### src/hw/rtl/cdcem_pkg.sv
`default_nettype none

package cdcem_pkg;

    localparam int NUM_EVENTS_DEF = 16;

    localparam int DAY_W  = 5;
    localparam int DVAL_W = 6;
    localparam int MON_W  = 4;
    localparam int YEAR_W = 14;
    localparam int WD_W   = 3;
    localparam int IDXIN_W = 4;
    localparam int MASK_W = 16;
    localparam int STAT_W = 2;
    localparam int CMD_W  = 2;

    localparam logic [CMD_W-1:0] CMD_SET   = 2'd0;
    localparam logic [CMD_W-1:0] CMD_WRITE = 2'd1;
    localparam logic [CMD_W-1:0] CMD_STEP  = 2'd2;

    localparam logic [STAT_W-1:0] STAT_OK  = 2'd0;
    localparam logic [STAT_W-1:0] STAT_BAD = 2'd1;
    localparam logic [STAT_W-1:0] STAT_END = 2'd2;

    localparam logic [DVAL_W-1:0] DAY_ANY  = 6'h00;
    localparam logic [DVAL_W-1:0] DAY_LAST = 6'h3F;

    localparam logic [YEAR_W-1:0] YEAR_MIN = 14'd1754;
    localparam logic [YEAR_W-1:0] YEAR_MAX = 14'd9999;

    localparam logic [WD_W-1:0] WD_TUESDAY = 3'd2;
    localparam logic [WD_W-1:0] WD_SUNDAY  = 3'd7;

    typedef struct packed {
        logic [DVAL_W-1:0] day;
        logic [MON_W-1:0]  month;
        logic [YEAR_W-1:0] year;
        logic [WD_W-1:0]   weekday;
    } ev_entry_t;

    typedef struct packed {
        logic            done;
        logic            leap;
        logic [WD_W-1:0] weekday;
    } calc_res_t;

    // floor(23 * m / 9) for the weekday formula
    function automatic logic [4:0] month_term(input logic [MON_W-1:0] m);
        logic [4:0] t;
        unique case (m)
            4'd1:    t = 5'd2;
            4'd2:    t = 5'd5;
            4'd3:    t = 5'd7;
            4'd4:    t = 5'd10;
            4'd5:    t = 5'd12;
            4'd6:    t = 5'd15;
            4'd7:    t = 5'd17;
            4'd8:    t = 5'd20;
            4'd9:    t = 5'd23;
            4'd10:   t = 5'd25;
            4'd11:   t = 5'd28;
            4'd12:   t = 5'd30;
            default: t = 5'd0;
        endcase
        return t;
    endfunction

    function automatic logic [DAY_W-1:0] month_len(input logic [MON_W-1:0] m,
                                                   input logic leap);
        logic [DAY_W-1:0] len;
        unique case (m)
            4'd2:                   len = leap ? 5'd29 : 5'd28;
            4'd4, 4'd6, 4'd9, 4'd11: len = 5'd30;
            default:                len = 5'd31;
        endcase
        return len;
    endfunction

endpackage

`default_nettype wire

### src/hw/rtl/cdcem_event_mem.sv
`default_nettype none

module cdcem_event_mem #(
    parameter int NUM_EVENTS = cdcem_pkg::NUM_EVENTS_DEF,
    parameter int IDX_W      = (NUM_EVENTS > 1) ? $clog2(NUM_EVENTS) : 1
) (
    input  wire logic                  aclk,
    input  wire logic                  aresetn,
    input  wire logic                  wr_en,
    input  wire logic [IDX_W-1:0]      wr_addr,
    input  wire logic                  wr_active,
    input  wire cdcem_pkg::ev_entry_t  wr_data,
    input  wire logic                  rd_en,
    input  wire logic [IDX_W-1:0]      rd_addr,
    output logic                       rd_active,
    output cdcem_pkg::ev_entry_t       rd_data
);
    import cdcem_pkg::*;

    ev_entry_t              mem [NUM_EVENTS];
    logic [NUM_EVENTS-1:0]  active_reg;
    ev_entry_t              rd_data_reg;
    logic                   rd_active_reg;

    always_ff @(posedge aclk) begin
        if (wr_en) begin
            mem[wr_addr] <= wr_data;
        end
        if (rd_en) begin
            rd_data_reg <= mem[rd_addr];
        end
    end

    // active flags reset to cleared; the entries themselves need no reset
    always_ff @(posedge aclk) begin
        if (!aresetn) begin
            active_reg    <= '0;
            rd_active_reg <= 1'b0;
        end else begin
            if (wr_en) begin
                active_reg[wr_addr] <= wr_active;
            end
            if (rd_en) begin
                rd_active_reg <= active_reg[rd_addr];
            end
        end
    end

    assign rd_data   = rd_data_reg;
    assign rd_active = rd_active_reg;

endmodule

`default_nettype wire

### src/hw/rtl/cdcem_date_calc.sv
`default_nettype none

// Leap flag and weekday of a date; done marks when they are ready after start.
module cdcem_date_calc (
    input  wire logic                        aclk,
    input  wire logic                        aresetn,
    input  wire logic                        start,
    input  wire logic [cdcem_pkg::DAY_W-1:0]  day,
    input  wire logic [cdcem_pkg::MON_W-1:0]  month,
    input  wire logic [cdcem_pkg::YEAR_W-1:0] year,
    output cdcem_pkg::calc_res_t             res
);
    import cdcem_pkg::*;

    localparam logic [22:0] RECIP_25 = 23'd1311;    // 2^15 / 25, exact below 2500
    localparam logic [30:0] RECIP_7  = 31'd37450;   // 2^18 / 7, exact below 16384

    logic [YEAR_W-1:0] y_reg;
    logic [YEAR_W-1:0] yy_reg;
    logic [14:0]       dd_reg;
    logic [4:0]        mt_reg;

    logic [22:0] p_y100_reg, p_y400_reg, p_yy100_reg, p_yy400_reg;
    logic [YEAR_W-1:0] rem100_reg, rem400_reg;
    logic [14:0] sum_reg;
    logic [30:0] p7_reg;
    logic        leap_reg;
    logic [WD_W-1:0] wd_reg;

    logic [2:0] cnt_reg;
    logic       done_reg;

    logic [7:0]  q_y100, q_yy100;
    logic [5:0]  q_y400, q_yy400;
    logic [12:0] q7;
    logic [14:0] rem7;
    logic        early;

    assign early   = (month < 4'd3);
    assign q_y100  = p_y100_reg[22:15];
    assign q_y400  = p_y400_reg[20:15];
    assign q_yy100 = p_yy100_reg[22:15];
    assign q_yy400 = p_yy400_reg[20:15];
    assign q7      = p7_reg[30:18];
    assign rem7    = sum_reg - 15'({2'b0, q7} * 15'd7);

    always_ff @(posedge aclk) begin
        if (start) begin
            y_reg  <= year;
            yy_reg <= early ? (year - 14'd1) : year;
            dd_reg <= early ? (15'(day) + 15'(year)) : (15'(day) + 15'(year) - 15'd2);
            mt_reg <= month_term(month);
        end
        p_y100_reg  <= 23'(y_reg[13:2])  * RECIP_25;
        p_y400_reg  <= 23'(y_reg[13:4])  * RECIP_25;
        p_yy100_reg <= 23'(yy_reg[13:2]) * RECIP_25;
        p_yy400_reg <= 23'(yy_reg[13:4]) * RECIP_25;
        rem100_reg  <= y_reg - 14'({6'b0, q_y100} * 14'd100);
        rem400_reg  <= y_reg - 14'({8'b0, q_y400} * 14'd400);
        sum_reg     <= 15'(mt_reg) + dd_reg + 15'd4 + 15'(yy_reg[13:2])
                       - 15'(q_yy100) + 15'(q_yy400);
        p7_reg      <= 31'(sum_reg) * RECIP_7;
        leap_reg    <= (y_reg[1:0] == 2'b00) && ((rem100_reg != '0) || (rem400_reg == '0));
        wd_reg      <= (rem7[2:0] == 3'd0) ? WD_SUNDAY : rem7[2:0];
    end

    always_ff @(posedge aclk) begin
        if (!aresetn) begin
            cnt_reg  <= '0;
            done_reg <= 1'b0;
        end else begin
            done_reg <= (cnt_reg == 3'd1);
            if (start) begin
                cnt_reg <= 3'd4;
            end else if (cnt_reg != 3'd0) begin
                cnt_reg <= cnt_reg - 3'd1;
            end
        end
    end

    assign res.done    = done_reg;
    assign res.leap    = leap_reg;
    assign res.weekday = wd_reg;

endmodule

`default_nettype wire

### src/hw/rtl/calendar_date_counter_event_match_unit.sv
`default_nettype none

// Channel   Direction  Ports
// s_        in         s_valid/s_ready, command, day/month/year/weekday values, entry
// m_        out        m_valid/m_ready, date, weekday, match_mask, status
//
// Set date starts the weekday/leap unit and loads its result when that unit signals done;
// write entry updates the table as the item is taken. Report-and-advance scans the event
// table, one read per cycle; a year rollover then waits for the new year's leap flag.
// Reset is synchronous and brings the date to 1.1.1754, a Tuesday, all events off.
// A new item is taken while the previous result still waits on m_ready.
module calendar_date_counter_event_match_unit #(
    parameter int NUM_EVENTS = cdcem_pkg::NUM_EVENTS_DEF
) (
    input  wire logic                                aclk,
    input  wire logic                                aresetn,
    input  wire logic                                s_valid,
    output logic                                     s_ready,
    input  wire logic [cdcem_pkg::CMD_W-1:0]          s_command,
    input  wire logic signed [cdcem_pkg::DVAL_W-1:0]  s_day_value,
    input  wire logic [cdcem_pkg::MON_W-1:0]          s_month_value,
    input  wire logic [cdcem_pkg::YEAR_W-1:0]         s_year_value,
    input  wire logic [cdcem_pkg::WD_W-1:0]           s_weekday_value,
    input  wire logic [cdcem_pkg::IDXIN_W-1:0]        s_entry_index,
    input  wire logic                                s_entry_enable,
    output logic                                     m_valid,
    input  wire logic                                m_ready,
    output logic [cdcem_pkg::DAY_W-1:0]               m_out_day,
    output logic [cdcem_pkg::MON_W-1:0]               m_out_month,
    output logic [cdcem_pkg::YEAR_W-1:0]              m_out_year,
    output logic [cdcem_pkg::WD_W-1:0]                m_out_weekday,
    output logic [cdcem_pkg::MASK_W-1:0]              m_match_mask,
    output logic [cdcem_pkg::STAT_W-1:0]              m_status
);
    import cdcem_pkg::*;

    localparam int IDX_W = (NUM_EVENTS > 1) ? $clog2(NUM_EVENTS) : 1;
    localparam int CNT_W = $clog2(NUM_EVENTS + 1);
    localparam logic [CNT_W-1:0] CNT_END  = CNT_W'(NUM_EVENTS);
    localparam logic [IDX_W-1:0] IDX_LAST = IDX_W'(NUM_EVENTS - 1);

    typedef enum logic [2:0] {
        ST_IDLE,
        ST_SET,
        ST_SCAN,
        ST_LEAP,
        ST_EMIT
    } state_t;

    state_t state_reg;

    logic [DAY_W-1:0]  cur_day_reg;
    logic [MON_W-1:0]  cur_month_reg;
    logic [YEAR_W-1:0] cur_year_reg;
    logic [WD_W-1:0]   cur_wd_reg;
    logic              cur_leap_reg;

    logic [DVAL_W-1:0] set_day_reg;
    logic [MON_W-1:0]  calc_month_reg;
    logic [YEAR_W-1:0] calc_year_reg;
    logic              calc_start_reg;

    logic [CNT_W-1:0]  rd_cnt_reg;
    logic              chk_valid_reg;
    logic [IDX_W-1:0]  chk_idx_reg;
    logic              last_reg;
    logic [MASK_W-1:0] mask_reg;

    logic [DAY_W-1:0]  res_day_reg;
    logic [MON_W-1:0]  res_month_reg;
    logic [YEAR_W-1:0] res_year_reg;
    logic [WD_W-1:0]   res_wd_reg;
    logic [MASK_W-1:0] res_mask_reg;
    logic [STAT_W-1:0] res_status_reg;

    logic              m_valid_reg;
    logic [DAY_W-1:0]  m_day_reg;
    logic [MON_W-1:0]  m_month_reg;
    logic [YEAR_W-1:0] m_year_reg;
    logic [WD_W-1:0]   m_wd_reg;
    logic [MASK_W-1:0] m_mask_reg;
    logic [STAT_W-1:0] m_status_reg;

    calc_res_t  calc_res;
    ev_entry_t  wr_entry;
    ev_entry_t  rd_entry;
    logic       rd_active;
    logic       wr_en;
    logic       rd_en;
    logic       accept;
    logic       hit;
    logic       set_ok;
    logic       end_of_range;
    logic       new_year;
    logic       calc_start_next;
    logic [MASK_W-1:0] mask_next;

    assign s_ready = (state_reg == ST_IDLE);
    assign accept  = s_valid && s_ready;

    assign wr_en = accept && (s_command == CMD_WRITE)
                   && (32'(s_entry_index) < 32'(NUM_EVENTS));
    assign wr_entry.day     = s_day_value;
    assign wr_entry.month   = s_month_value;
    assign wr_entry.year    = s_year_value;
    assign wr_entry.weekday = s_weekday_value;

    assign rd_en = (state_reg == ST_SCAN) && (rd_cnt_reg < CNT_END);

    cdcem_event_mem #(
        .NUM_EVENTS (NUM_EVENTS),
        .IDX_W      (IDX_W)
    ) u_mem (
        .aclk      (aclk),
        .aresetn   (aresetn),
        .wr_en     (wr_en),
        .wr_addr   (IDX_W'(s_entry_index)),
        .wr_active (s_entry_enable),
        .wr_data   (wr_entry),
        .rd_en     (rd_en),
        .rd_addr   (rd_cnt_reg[IDX_W-1:0]),
        .rd_active (rd_active),
        .rd_data   (rd_entry)
    );

    cdcem_date_calc u_calc (
        .aclk    (aclk),
        .aresetn (aresetn),
        .start   (calc_start_reg),
        .day     (set_day_reg[DAY_W-1:0]),
        .month   (calc_month_reg),
        .year    (calc_year_reg),
        .res     (calc_res)
    );

    always_comb begin
        hit = rd_active
              && ((rd_entry.year == '0) || (rd_entry.year == cur_year_reg))
              && ((rd_entry.month == '0) || (rd_entry.month == cur_month_reg))
              && ((rd_entry.weekday == '0) || (rd_entry.weekday == cur_wd_reg))
              && ((rd_entry.day == DAY_ANY) || (rd_entry.day == {1'b0, cur_day_reg})
                  || ((rd_entry.day == DAY_LAST) && last_reg));
        // slots above the mask width shift out
        mask_next = mask_reg | (hit ? (MASK_W'(1) << chk_idx_reg) : '0);
    end

    assign set_ok = (calc_month_reg >= 4'd1) && (calc_month_reg <= 4'd12)
                    && (calc_year_reg >= YEAR_MIN) && (calc_year_reg <= YEAR_MAX)
                    && !set_day_reg[DVAL_W-1] && (set_day_reg != '0)
                    && (set_day_reg[DAY_W-1:0] <= month_len(calc_month_reg, calc_res.leap));

    assign end_of_range = (cur_day_reg == 5'd31) && (cur_month_reg == 4'd12)
                          && (cur_year_reg >= YEAR_MAX);

    // last slot checked on a Dec 31 below the end of the range
    assign new_year = (state_reg == ST_SCAN) && chk_valid_reg && (chk_idx_reg == IDX_LAST)
                      && !end_of_range && (cur_month_reg >= 4'd12)
                      && (cur_day_reg >= month_len(cur_month_reg, cur_leap_reg));

    assign calc_start_next = (accept && (s_command == CMD_SET)) || new_year;

    always_ff @(posedge aclk) begin
        if (!aresetn) begin
            state_reg      <= ST_IDLE;
            cur_day_reg    <= 5'd1;
            cur_month_reg  <= 4'd1;
            cur_year_reg   <= YEAR_MIN;
            cur_wd_reg     <= WD_TUESDAY;
            cur_leap_reg   <= 1'b0;
            calc_start_reg <= 1'b0;
            chk_valid_reg  <= 1'b0;
            rd_cnt_reg     <= '0;
            m_valid_reg    <= 1'b0;
        end else begin
            calc_start_reg <= calc_start_next;
            chk_valid_reg  <= rd_en;
            if ((state_reg == ST_EMIT) && (!m_valid_reg || m_ready)) begin
                m_valid_reg <= 1'b1;
            end else if (m_ready) begin
                m_valid_reg <= 1'b0;
            end

            unique case (state_reg)
                ST_IDLE: begin
                    if (s_valid) begin
                        set_day_reg    <= s_day_value;
                        calc_month_reg <= s_month_value;
                        calc_year_reg  <= s_year_value;
                        res_day_reg    <= cur_day_reg;
                        res_month_reg  <= cur_month_reg;
                        res_year_reg   <= cur_year_reg;
                        res_wd_reg     <= cur_wd_reg;
                        res_mask_reg   <= '0;
                        res_status_reg <= STAT_OK;
                        unique case (s_command)
                            CMD_SET: begin
                                state_reg <= ST_SET;
                            end
                            CMD_WRITE: begin
                                state_reg <= ST_EMIT;
                            end
                            CMD_STEP: begin
                                last_reg   <= (cur_day_reg ==
                                               month_len(cur_month_reg, cur_leap_reg));
                                rd_cnt_reg <= '0;
                                mask_reg   <= '0;
                                state_reg  <= ST_SCAN;
                            end
                            default: begin
                                // unused command: drop the item
                                state_reg <= ST_IDLE;
                            end
                        endcase
                    end
                end

                ST_SET: begin
                    if (calc_res.done) begin
                        if (set_ok) begin
                            cur_day_reg   <= set_day_reg[DAY_W-1:0];
                            cur_month_reg <= calc_month_reg;
                            cur_year_reg  <= calc_year_reg;
                            cur_wd_reg    <= calc_res.weekday;
                            cur_leap_reg  <= calc_res.leap;
                            res_day_reg   <= set_day_reg[DAY_W-1:0];
                            res_month_reg <= calc_month_reg;
                            res_year_reg  <= calc_year_reg;
                            res_wd_reg    <= calc_res.weekday;
                        end else begin
                            res_status_reg <= STAT_BAD;
                        end
                        state_reg <= ST_EMIT;
                    end
                end

                ST_SCAN: begin
                    if (rd_en) begin
                        chk_idx_reg <= rd_cnt_reg[IDX_W-1:0];
                        rd_cnt_reg  <= rd_cnt_reg + CNT_W'(1);
                    end
                    if (chk_valid_reg) begin
                        mask_reg <= mask_next;
                        if (chk_idx_reg == IDX_LAST) begin
                            res_mask_reg <= mask_next;
                            // new year: fetch its leap flag
                            state_reg    <= new_year ? ST_LEAP : ST_EMIT;
                            if (end_of_range) begin
                                res_status_reg <= STAT_END;
                            end else begin
                                cur_wd_reg <= (cur_wd_reg >= WD_SUNDAY) ? 3'd1
                                                                       : cur_wd_reg + 3'd1;
                                if (cur_day_reg >= month_len(cur_month_reg, cur_leap_reg)) begin
                                    cur_day_reg <= 5'd1;
                                    if (cur_month_reg >= 4'd12) begin
                                        cur_month_reg  <= 4'd1;
                                        cur_year_reg   <= cur_year_reg + 14'd1;
                                        calc_month_reg <= 4'd1;
                                        calc_year_reg  <= cur_year_reg + 14'd1;
                                    end else begin
                                        cur_month_reg <= cur_month_reg + 4'd1;
                                    end
                                end else begin
                                    cur_day_reg <= cur_day_reg + 5'd1;
                                end
                            end
                        end
                    end
                end

                ST_LEAP: begin
                    if (calc_res.done) begin
                        cur_leap_reg <= calc_res.leap;
                        state_reg    <= ST_EMIT;
                    end
                end

                ST_EMIT: begin
                    if (!m_valid_reg || m_ready) begin
                        m_day_reg    <= res_day_reg;
                        m_month_reg  <= res_month_reg;
                        m_year_reg   <= res_year_reg;
                        m_wd_reg     <= res_wd_reg;
                        m_mask_reg   <= res_mask_reg;
                        m_status_reg <= res_status_reg;
                        state_reg    <= ST_IDLE;
                    end
                end

                default: begin
                    state_reg <= ST_IDLE;
                end
            endcase
        end
    end

    assign m_valid       = m_valid_reg;
    assign m_out_day     = m_day_reg;
    assign m_out_month   = m_month_reg;
    assign m_out_year    = m_year_reg;
    assign m_out_weekday = m_wd_reg;
    assign m_match_mask  = m_mask_reg;
    assign m_status      = m_status_reg;

endmodule

`default_nettype wire
### config.mk
export PLATFORM = sky130hd
export DESIGN_NAME = calendar_date_counter_event_match_unit
export DESIGN_NICKNAME = d
export VERILOG_FILES = /design/src/hw/rtl/cdcem_pkg.sv /design/src/hw/rtl/cdcem_event_mem.sv /design/src/hw/rtl/cdcem_date_calc.sv /design/src/hw/rtl/calendar_date_counter_event_match_unit.sv
export SDC_FILE = /design/constraint.sdc
export NUM_CORES = 1
export LEC_CHECK = 0
export BUFFER_PORTS_ARGS = -buffer_cell sky130_fd_sc_hd__buf_4
export CAP_MARGIN = 20
export CORE_AREA = 3 3 418 420
export DETAILED_ROUTE_END_ITERATION = 7
export DIE_AREA = 0 0 421 423
export GPL_ROUTABILITY_DRIVEN = 0
export SYNTH_ARGS = -nofsm -noshare
export SYNTH_HDL_FRONTEND = slang
export SYNTH_SLANG_ARGS = --single-unit
### constraint.sdc
create_clock -name aclk -period 13 [get_ports aclk]
set_clock_uncertainty 0.05 [all_clocks]
set_input_delay 2.6 -clock aclk [delete_from_list [all_inputs] [get_ports aclk]]
set_output_delay 2.6 -clock aclk [all_outputs]
set_load 0.1 [all_outputs]
==> out/summary.txt <==
status -> completed
Leak -> 18.9 nW
Ys Warns -> 0
vias -> 24.2k
Post-DP HPWL -> 69.9 mm
sequential fraction of design power -> 29.9%
Final #Nets -> 3891
clock power share -> 22.2%
# IOs -> 84
worst path arrival time -> 6.22 ns
Int Pwr -> 6.51 mW
Hold-fix buffers, CTS -> 0
Critical Path, Cell by Cell -> inv_1 -> fa_1 -> inv_1 -> ha_1 -> inv_1 -> fa_1 -> inv_1 -> fa_1 -> fa_1 -> ha_1 -> a21o_1 -> a21o_1 -> a21oi_1 -> and2_1 -> a221oi_1 -> o41ai_1 -> o21ai_0 -> xor2_1
CTS Buffer Depth -> 3
initial antenna violation count -> 9
CTS tree -> yes
largest net degree at the start of global routing -> 99
first-pass GRT wire length -> 152 mm
final hold violation count -> 0
Clock Latency Late Sink -> 0.65 ns
Total GRT Usage -> 10.8%
Std-Cell Rows -> 152
HP Class -> flop to flop
Die Y -> 423 um
CP startpoint -> u_calc.y_reg[9]
WP data required -> 13.48 ns
worst path bufs/invs -> 4
Yosys reg bits -> 773
area grow syn2layout -> 14.9%
Core ar. -> 171000 sq um
Syn Nets -> 3777
sequential element share of the synthesized area -> 51.1%
Sw Share -> 37.6%
Worst-Margin Slew -> 1.13 ns
Min-Delay Endpoint -> m_out_day[4]
FILL cells -> 17.2k
via density per instance -> 4.33
final worst path period share -> 44.2%
peak supply drop -> 238 uV
DIE WIDTH -> 421 um
Post-Syn Area -> 42800 sq um
relative slew slack -> 24.4%
max reg flops -> 432
Comb pwr share -> 48.0%
area of the multi-input gates -> 19200 sq um
port bufs -> 83
max-cap viol count -> 0
clk sinks -> 773
WHS -> 0.341 ns
Reg area -> 21900 sq um
reg2reg path depth -> 18
Post-CTS Setup Bufs -> 0
detailed router's first-iteration violation count -> 1693
number of CTS-inserted buffers -> 80
Syn Inst Count -> 3088
fmax -> 174 MHz
post_cts resized -> 0
RR Startpoint -> u_calc.y_reg[9]
final setup vio count -> 0
RSZ-0062 raised after global routing -> no
CP Class -> flop to flop
CP top delay family -> adder cells
Final min period -> 5.75 ns
Total Power -> 10.4 mW
Pre-antenna DRT Iters -> 5
hold path cells -> 0
slowest cell on the critical path -> edfxtp_1
CP max FO -> 9
crit-path max cell delay -> 0.68 ns
Clock transition at path regs -> 0.06 ns
asr flop ratio synth -> 0%
placed instance count -> 5430
Starting Density -> 25.0%
share of cells above drive strength 1 -> 13.7%
H-tree lvl count -> 3
grt total ovfl -> 0
final wirelength -> 96.9 mm
CP Launch Type -> flop
Pwr per Cell Area -> 212 nW/um^2
Final Non-Filler Cells -> 5586
setup TNS -> 0 ns
Sw Pwr -> 3.93 mW
register-to-register setup slack -> 7.25 ns
vias in the first global route -> 25.1k
clk root buf -> clkbuf_16
Post-synth EDFFs -> 638
Main synth FF type -> edfxtp_1
Cell variety after synth -> 79
Die ar. -> 178000 sq um
max-slew violations -> 0
RR Endpoint -> u_calc.p_y400_reg[20]
Final ANT Viol Nets -> 0
Critical Path End Type -> flop
Mean Syn Cell Area -> 13.9 sq um
# DRC -> 0
hold wc startpoint -> res_day_reg[4]
WL/cell -> 17.4 um
-- cell type report --
class	count	area share, %
repair buffers	120	2.06
clock inverters	45	0.853
diodes	7	0.0356
inverters	412	3.15
flip-flops and latches	773	44.5
well taps	2310	5.88
clock buffers	104	4.53
multi-input cells	1815	39.0
-- layer usage --
metal	up-vias	track usage, %	share of wire (%)
met2	416	18.7	50
met1	12184	13.9	43
li1	11453	-	-
met4	0	3.45	2.9
met5	-	0	0
met3	136	1.66	4.1
-- power groups by stage --
stage | Clock, mW | Sequential, mW | Combinational [mW]
floorplan | 0 | 3.11 | 3.86
global placement | 0 | 3.17 | 4.99
detailed placement | 0 | 3.18 | 5.04
CTS | 2.37 | 3.12 | 5.11
global route | 2.48 | 3.14 | 5.83
finish | 2.31 | 3.12 | 5.00
-- worst reg2reg max path, stage by stage (launching register included) --
cell and delay, ns:
edfxtp_1 0.68, inv_1 0.28, fa_1 0.55, inv_1 0.09, ha_1 0.29, inv_1 0.06
fa_1 0.55, inv_1 0.06, fa_1 0.57, fa_1 0.43, ha_1 0.32, a21o_1 0.16
a21o_1 0.17, a21oi_1 0.17, and2_1 0.15, a221oi_1 0.13, o41ai_1 0.54, o21ai_0 0.22
xor2_1 0.17
-- cell usage after synthesis (all sizes together), types with 29 or more instances --
library cell | count | area [sq um]
edfxtp | 638 | 19200
ha | 473 | 5920
inv | 411 | 1540
fa | 178 | 3560
nand2 | 141 | 532
mux4 | 140 | 3150
dfxtp | 135 | 2700
o21ai | 112 | 561
nor2 | 101 | 379
xnor2 | 87 | 762
a21oi | 83 | 419
xor2 | 69 | 604
clkbuf | 67 | 251
nor3 | 45 | 241
nand3 | 35 | 175
a21o | 29 | 218
-- metrics by stage --
step | setup slack [ns] | utilization [%] | instance area [sq um]
4_1_cts | 7.21 | 28.7 | 49100
6_report | 7.25 | 28.7 | 49200
3_5_place_dp | 7.21 | 27.1 | 46500
3_3_place_gp | 7.27 | 27.1 | 46400
5_1_grt | 6.90 | 28.7 | 49100
2_1_floorplan | 6.89 | - | 42800
-- cells by family after synthesis --
group	Yosys count	synth area share (%)
buffers and inverters	500	4.40
muxes	176	8.28
DFF	773	51.1
AOI/OAI and AO/OA	363	5.40
xor gates and xnor gates	156	3.19
and+or+nand+nor	469	5.45
adders and majority gates	651	22.2
-- layout by cell type (no fill, tap or decap), drive strengths merged, types with 9 or more instances in the layout --
cell type,count
clkbuf,104
buf,120
nand3,35
nor2,101
xor2,69
a21o,29
nand4,15
nor4,20
a211oi,16
nor3,45
fa,178
o31ai,9
a31oi,10
nand2b,21
o21bai,10
and3,16
mux4,140
dfxtp,135
inv,413
nand2,141
and2,12
mux2,23
mux2i,13
nor2b,14
a21oi,83
ha,473
edfxtp,638
o21ai,112
clkinv,32
o21a,23
xnor2,87
-- worst max-delay path by stage --
stage | endpoint | slack [ns] | cells past startpoint
after CTS | u_calc.p_y400_reg[20] | 7.21 | 18
after detailed placement | u_calc.p_y400_reg[20] | 7.21 | 18
after global placement | u_calc.p_y400_reg[20] | 7.27 | 18
final | u_calc.p_y400_reg[20] | 7.25 | 18
after floorplan | u_mem.active_reg[0] | 6.89 | 8
after global routing | u_calc.p_y400_reg[20] | 6.90 | 17
Note: power is estimated with default switching activity, not from simulation.
